### config.mk
export PLATFORM = sky130hd
export DESIGN_NAME = bcpa_ctrl
export DESIGN_NICKNAME = d
export VERILOG_FILES = /design/src/design/bcpa_pkg.sv /design/src/design/bcpa_ctrl.sv
export SDC_FILE = /design/constraint.sdc
export NUM_CORES = 1
export LEC_CHECK = 0
export BUFFER_PORTS_ARGS = -buffer_cell sky130_fd_sc_hd__buf_2
export CORE_AREA = 2 2 39 41
export DETAILED_ROUTE_END_ITERATION = 16
export DIE_AREA = 0 0 41 43
export PLACE_DENSITY = 0.7
export SETUP_SLACK_MARGIN = 0.1
export SLEW_MARGIN = 40
export SYNTH_ARGS = -nofsm -noshare
export SYNTH_HDL_FRONTEND = slang
export SYNTH_SLANG_ARGS = --single-unit
### constraint.sdc
create_clock -name clk_i -period 2.9 [get_ports clk_i]
set_input_delay 0.29 -clock clk_i [delete_from_list [all_inputs] [get_ports clk_i]]
set_output_delay 0.29 -clock clk_i [all_outputs]
set_load 0.02 [all_outputs]
### src/design/bcpa_pkg.sv
`default_nettype none
package bcpa_pkg;

  localparam int NUM_PAGES = 2048;
  localparam int PAGE_W    = 11;
  localparam int ROWS      = 32;
  localparam int ROW_W     = 5;
  localparam int WORD_W    = 64;
  localparam int BIT_W     = 6;
  localparam int MAX_RUN   = 64;
  localparam int RUN_W     = 7;
  localparam int CNT_W     = 12;
  localparam int LINK_W    = 16;
  localparam int ATTR_W    = 16;
  localparam int CFG_IDX_W = 2;

  localparam logic [PAGE_W-1:0] ZONE_FIRST_RST = 11'd1;
  localparam logic [PAGE_W-1:0] ZONE_LAST_RST  = 11'd1023;
  localparam logic [ATTR_W-1:0] REF_MASK_RST   = 16'd4;
  localparam logic [ATTR_W-1:0] SHR_MASK_RST   = 16'd256;
  localparam logic [CNT_W-1:0]  FREE_RST       = 12'd1023;

  localparam logic [CFG_IDX_W-1:0] CFG_ZONE_FIRST = 2'd0;
  localparam logic [CFG_IDX_W-1:0] CFG_ZONE_LAST  = 2'd1;
  localparam logic [CFG_IDX_W-1:0] CFG_REF_MASK   = 2'd2;
  localparam logic [CFG_IDX_W-1:0] CFG_SHR_MASK   = 2'd3;

  typedef struct packed {
    logic              mode;
    logic [RUN_W-1:0]  page_count;
    logic [ATTR_W-1:0] page_attr;
    logic [PAGE_W-1:0] page_index;
  } bcpa_in_t;

  typedef struct packed {
    logic              status;
    logic [PAGE_W-1:0] first_page;
    logic [CNT_W-1:0]  free_pages;
    logic [CNT_W-1:0]  used_pages;
    logic [LINK_W-1:0] link_total;
  } bcpa_out_t;

  typedef struct packed {
    logic clr_wr;
    logic load;
    logic rd_word;
    logic scan;
    logic rd_page;
    logic wr_page;
    logic done;
    logic fail;
  } bcpa_cmd_t;

  typedef struct packed {
    logic clr_last;
    logic bad;
    logic mode;
    logic past_top;
    logic hit;
    logic word_last;
    logic run_last;
  } bcpa_stat_t;

  function automatic logic [WORD_W-1:0] reset_row(input logic [ROW_W-1:0] row);
    logic [WORD_W-1:0] w;
    logic [PAGE_W-1:0] pg;
    for (int b = 0; b < WORD_W; b++) begin
      pg = {row, b[BIT_W-1:0]};
      w[b] = (pg < ZONE_FIRST_RST) || (pg > ZONE_LAST_RST);
    end
    return w;
  endfunction

endpackage
`default_nettype wire

### src/design/bcpa_ctrl.sv
`default_nettype none
module bcpa_ctrl (
  input  wire logic                 clk_i,
  input  wire logic                 rst_ni,
  input  wire logic                 start_i,
  output logic                      busy_o,
  input  wire bcpa_pkg::bcpa_stat_t stat_i,
  output bcpa_pkg::bcpa_cmd_t       cmd_o
);
  import bcpa_pkg::*;

  typedef enum logic [3:0] {
    S_CLEAR, S_IDLE, S_CHECK, S_RD_WORD, S_SCAN,
    S_INIT_RD, S_INIT_WR, S_FREE_RD, S_FREE_WR, S_DONE
  } state_e;

  state_e state_q, state_d;
  logic   fail_q, fail_d;

  always_comb begin
    state_d = state_q;
    fail_d  = fail_q;
    cmd_o   = '0;
    case (state_q)
      S_CLEAR: begin
        cmd_o.clr_wr = 1'b1;
        if (stat_i.clr_last) state_d = S_IDLE;
      end
      S_IDLE: begin
        if (start_i) begin
          cmd_o.load = 1'b1;
          state_d    = S_CHECK;
        end
      end
      S_CHECK: begin
        fail_d = 1'b0;
        if (stat_i.mode) begin
          state_d = S_FREE_RD;
        end else if (stat_i.bad) begin
          fail_d  = 1'b1;
          state_d = S_DONE;
        end else begin
          state_d = S_RD_WORD;
        end
      end
      S_RD_WORD: begin
        cmd_o.rd_word = 1'b1;
        state_d       = S_SCAN;
      end
      S_SCAN: begin
        if (stat_i.past_top) begin
          fail_d  = 1'b1;
          state_d = S_DONE;
        end else begin
          cmd_o.scan = 1'b1;
          if (stat_i.hit) state_d = S_INIT_RD;
          else if (stat_i.word_last) state_d = S_RD_WORD;
        end
      end
      S_INIT_RD: begin
        cmd_o.rd_page = 1'b1;
        state_d       = S_INIT_WR;
      end
      S_INIT_WR: begin
        cmd_o.wr_page = 1'b1;
        state_d       = stat_i.run_last ? S_DONE : S_INIT_RD;
      end
      S_FREE_RD: begin
        cmd_o.rd_page = 1'b1;
        state_d       = S_FREE_WR;
      end
      S_FREE_WR: begin
        cmd_o.wr_page = 1'b1;
        state_d       = S_DONE;
      end
      S_DONE: begin
        cmd_o.done = 1'b1;
        cmd_o.fail = fail_q;
        state_d    = S_IDLE;
      end
      default: state_d = S_IDLE;
    endcase
  end

  always_ff @(posedge clk_i or negedge rst_ni) begin
    if (!rst_ni) begin
      state_q <= S_CLEAR;
      fail_q  <= 1'b0;
      busy_o  <= 1'b1;
    end else begin
      state_q <= state_d;
      fail_q  <= fail_d;
      busy_o  <= (state_d != S_IDLE);
    end
  end

endmodule
`default_nettype wire

# Word level (Yosys, flattened, before mapping)
# Index checks and enable logic that the tools add are counted.
dict set report word_totals {
  inputBits 10
  regBits 6
  word_cells 41
}
dict set report op_classes {
  mux 22
  eq_ne 11
  n_reduce_logical 5
}
# operator count
set op_table {}
lappend op_table {{one-hot mux 4 bit (9 select lines)} 1}
lappend op_table {{two-way mux 4 bit} 8}
lappend op_table {{equality test 4 x 3 -> 1 bit, second input constant} 4}
lappend op_table {{two-way mux 1 bit} 11}
lappend op_table {{equality test 4 x 2 -> 1 bit, second input constant} 2}
lappend op_table {{equality test 4 bit, second input constant} 2}
lappend op_table {{equality test 4 x 1 -> 1 bit, second input constant} 1}
lappend op_table {{zero test 4 bit} 1}
lappend op_table {{inequality test 4 x 1 -> 1 bit, second input constant} 1}
lappend op_table {{OR reduction 2 bit} 2}
lappend op_table {{two-way mux 2 bit} 1}
lappend op_table {{inequality test 2 bit, second input constant} 1}
lappend op_table {{one-hot mux 1 bit (2 select lines)} 1}
lappend op_table {{AND reduction 2 bit} 1}
lappend op_table {{nonzero test 2 bit} 1}

# Depth between registers and ports, before layout
dict set report depth {
  word_depth 5
  depth_mapped 6
  ltp_nobuf 4
}

# Worst setup path after synthesis
# No wires, ideal clock.
dict set report synth_timing {
  kind {reg-to-output}
  from {reg state_q[0]}
  to {out cmd_o[7] (netlist name)}
  stages_incl_launch_ff 4
  arrival_ns 1.353
  setup_slack_ns 1.257
  n_path_buf 2
  path_cell_list {dfrtp_1 buf_6 clkbuf_8 nor4_1}
}
# item line_no
set synth_lines {}
lappend synth_lines {{from (decl)} bcpa_ctrl.sv:17} ;# state_e state_q, state_d;
lappend synth_lines {{from (signal assigned)} bcpa_ctrl.sv:91} ;# state_q <= state_d;
lappend synth_lines {{to (decl)} bcpa_ctrl.sv:8} ;# output bcpa_pkg::bcpa_cmd_t cmd_o

==> impl_metrics.yaml <==
setup_path:
  r2r-end: "busy_o$_DFF_PN1_"
  worst-r2r-setup-slack_ps: 1040
  arrival_ps: 1780
  start_kind: "flip-flop"
  r2r-start: "state_q[0]$_DFF_PN0_"
  ff2ff_path_depth: 4
  crit_start: "state_q[2]$_DFF_PN0_"
  crit_end: "cmd_o[4]"
  cp-end-kind: "output pin"
  crit_fanout: 15
  required_ps: 2610
  criticalPathCategory: "flip-flop to output pin"
timing:
  skew_ps: 6.87
  drv_slew: 0
  max_clock_freq_mhz: 482
  timing.hold.ws_ps: 347
  post-route-min-period_ps: 2070
  slew_headroom_pct: 58.1
  finalHoldViolCount: 0
  tightest_slew_ps: 628
  fin_setup_tns_ps: 0
  fin_crit_sh_pct: 71.5
  rsz0062_at_grt: "no"
  setup_viol: 0
power:
  peakVddDrop_mv: 0.382
  p_leak_nw: 0.301
  fin_total_pwr_uw: 636
  power_density_nw_per_um2: 979
cts:
  cts-root-buf: "clkbuf_4"
  cts_tree: "done"
  cts.sinks: 6
  numCtsBuffers: 3
  clk_latency_ps: 240
  postCtsSetupBuffers: 0
  ctsLongestPathBuffers: 2
  clk_pin_slew_worst_paths_ps: 50
  h-tree-depth: 1
grt:
  first_global_vias: 430
  antenna_found_initial: 0
  use_met1_pct: 23.7
  grt_pass1_wl_um: 1890
  grt_max_degree: 18
  grtUsageTotal_pct: 15.4
  busiest_layer: "met1"
  use_met2_pct: 19.1
  met3_usage_pct: 4.19
  grt-ovfl-total: 0
cells_and_area:
  postLayoutCellArea_sq_um: 649
  num_antenna_cells: 0
  fin_nets: 84
  drive_above_1_share_pct: 45.2
  syn2layout_area_growth_pct: 12.8
logic_synthesis:
  synth_compound_area_share_pct: 24.8
  yosysSeqAreaShare_pct: 26.3
  postSynth.asyncResetShare_pct: 100
  synth_area_per_cell_sq_um: 10.3
  yosys_most_used_dff: "dfrtp_1"
  synth_common_cells: "5 x dfrtp_1, 4 x a21oi_1, 4 x buf_6"
  synthSimpleGateAreaFrac_pct: 32.6
  synth_seq_cells: 6
  synthAdderAreaFrac_pct: 0
  ys_top_cells_by_area: "dfrtp_1 22%, nor4b_4 8.3%, buf_6 7.8%"
  yosys_warnings: 0
  yosysUniqueCellTypes: 35
  synthMuxAreaShare_pct: 1.74
  synth.most_common_cell: "dfrtp_1"
  synth-xor-area-share_pct: 0
  synth_area_sq_um: 576
  synth_edf_count: 0
  netlist_instances: 56
  yosysTopAreaCell: "dfrtp_1"
  synth_top_family_by_area: "simple AND/OR/NAND/NOR gates"
  syn_nets: 66
  synth_top_area_share_pct: 21.7
floorplan:
  coreArea_sq_um: 1380
  initial_core_util_pct: 41.6
  fp.dieH_um: 43
  die_area_sq_um: 1760
  std_cell_rows: 14
  io_pins: 19
  die_w_um: 41
detailed_routing:
  firstDrtPassIters: 4
  drc: 0
  drt_iter0_markers: 3
  ant_nets: 0
  viasPerCell: 5.42
  routed_wl_um: 1130
  wire_per_inst_um: 12.7
  vias: 482
place:
  port-buffer-count: 18
  gp_congestion: 0.748
  postPlaceCellArea_sq_um: 613
  hpwl_um: 813
min_path:
  hold_class: "input pin to flip-flop"
job:
  drv_cap: 0
outcome:
  outcome: "finished, final reports clean"
-- per-layer routing --
layer | part of all wire (%) | vias up
li1 | - | 245
met1 | 49 | 223
met2 | 46 | 14
met3 | 4.9 | 0
met4 | 0 | 0
met5 | 0 | -
-- worst max-delay path, stage by stage, from the launching register on --
cell     delay, ps
dfrtp_1        690
nor4b_4        340
or2b_1         300
inv_1           60
buf_2          150
-- cell families after synthesis --
group,Yosys count
compound gates,18
flops,6
simple gates,22
buf+inv,9
mux,1
-- final cells by class --
| cell class | count | area [sq um] |
|---|---|---|
| timing repair buffer | 19 | 100 |
| multi-input combinational | 41 | 340 |
| inverter | 3 | 11.3 |
| fill | 141 | 734 |
| clock buffer | 4 | 26.3 |
| sequential | 6 | 151 |
| tap | 16 | 20.0 |
-- placed cells by master (no fill, tap or decap), types with 2 or more instances in the layout --
cell type and n:
nor3b_1 3, clkbuf_4 3, dfrtp_1 5, nor4b_4 2
inv_1 3, nor2_1 2, o32ai_1 2, and2_1 2
a22oi_1 3, buf_2 18, a21oi_1 4
-- registers in the layout (all words and copies together), names as in the netlist --
register / count
state_q: 4
busy_o: 1
fail_q: 1
-- per-stage QoR --
| stage | worst slack (ps) | utilization, % | cells |
|---|---|---|---|
| after floorplan | 1260 | - | 56 |
| final | 827 | 46.9 | 89 |
| after CTS | 851 | 46.9 | 89 |
| after global placement | 1050 | 44.3 | 84 |
| after global routing | 740 | 46.9 | 89 |
| after detailed placement | 1050 | 44.3 | 84 |
-- worst min-delay path by stage --
stage          cells after the start              endpoint       from  slack [ps]
6_report                           3    fail_q$_DFFE_PN0P_  stat_i[5]         350
4_1_cts                            3    fail_q$_DFFE_PN0P_  stat_i[5]         340
2_1_floorplan                      0    fail_q$_DFFE_PN0P_     rst_ni          -6
5_1_grt                            3    fail_q$_DFFE_PN0P_  stat_i[5]         360
3_5_place_dp                       1  state_q[1]$_DFF_PN0_     rst_ni         110
3_3_place_gp                       1  state_q[1]$_DFF_PN0_     rst_ni         110
-- power by group --
| part | internal (mW) | total (mW) | switching (mW) |
|---|---|---|---|
| clock | 0.0520 | 0.0804 | 0.0284 |
| sequential | 0.122 | 0.242 | 0.120 |
| combinational | 0.160 | 0.313 | 0.153 |
| total | 0.334 | 0.636 | 0.302 |
-- repair_timing --
| action | CTS | global route |
|---|---|---|
| endpoints found under the setup margin | 0 | 0 |
| hold buffers | 1 | 0 |
| hold endpoints to repair | 5 | 0 |
| gates resized for setup | 0 | 0 |
No activity file was read; power rests on OpenSTA's default activity.
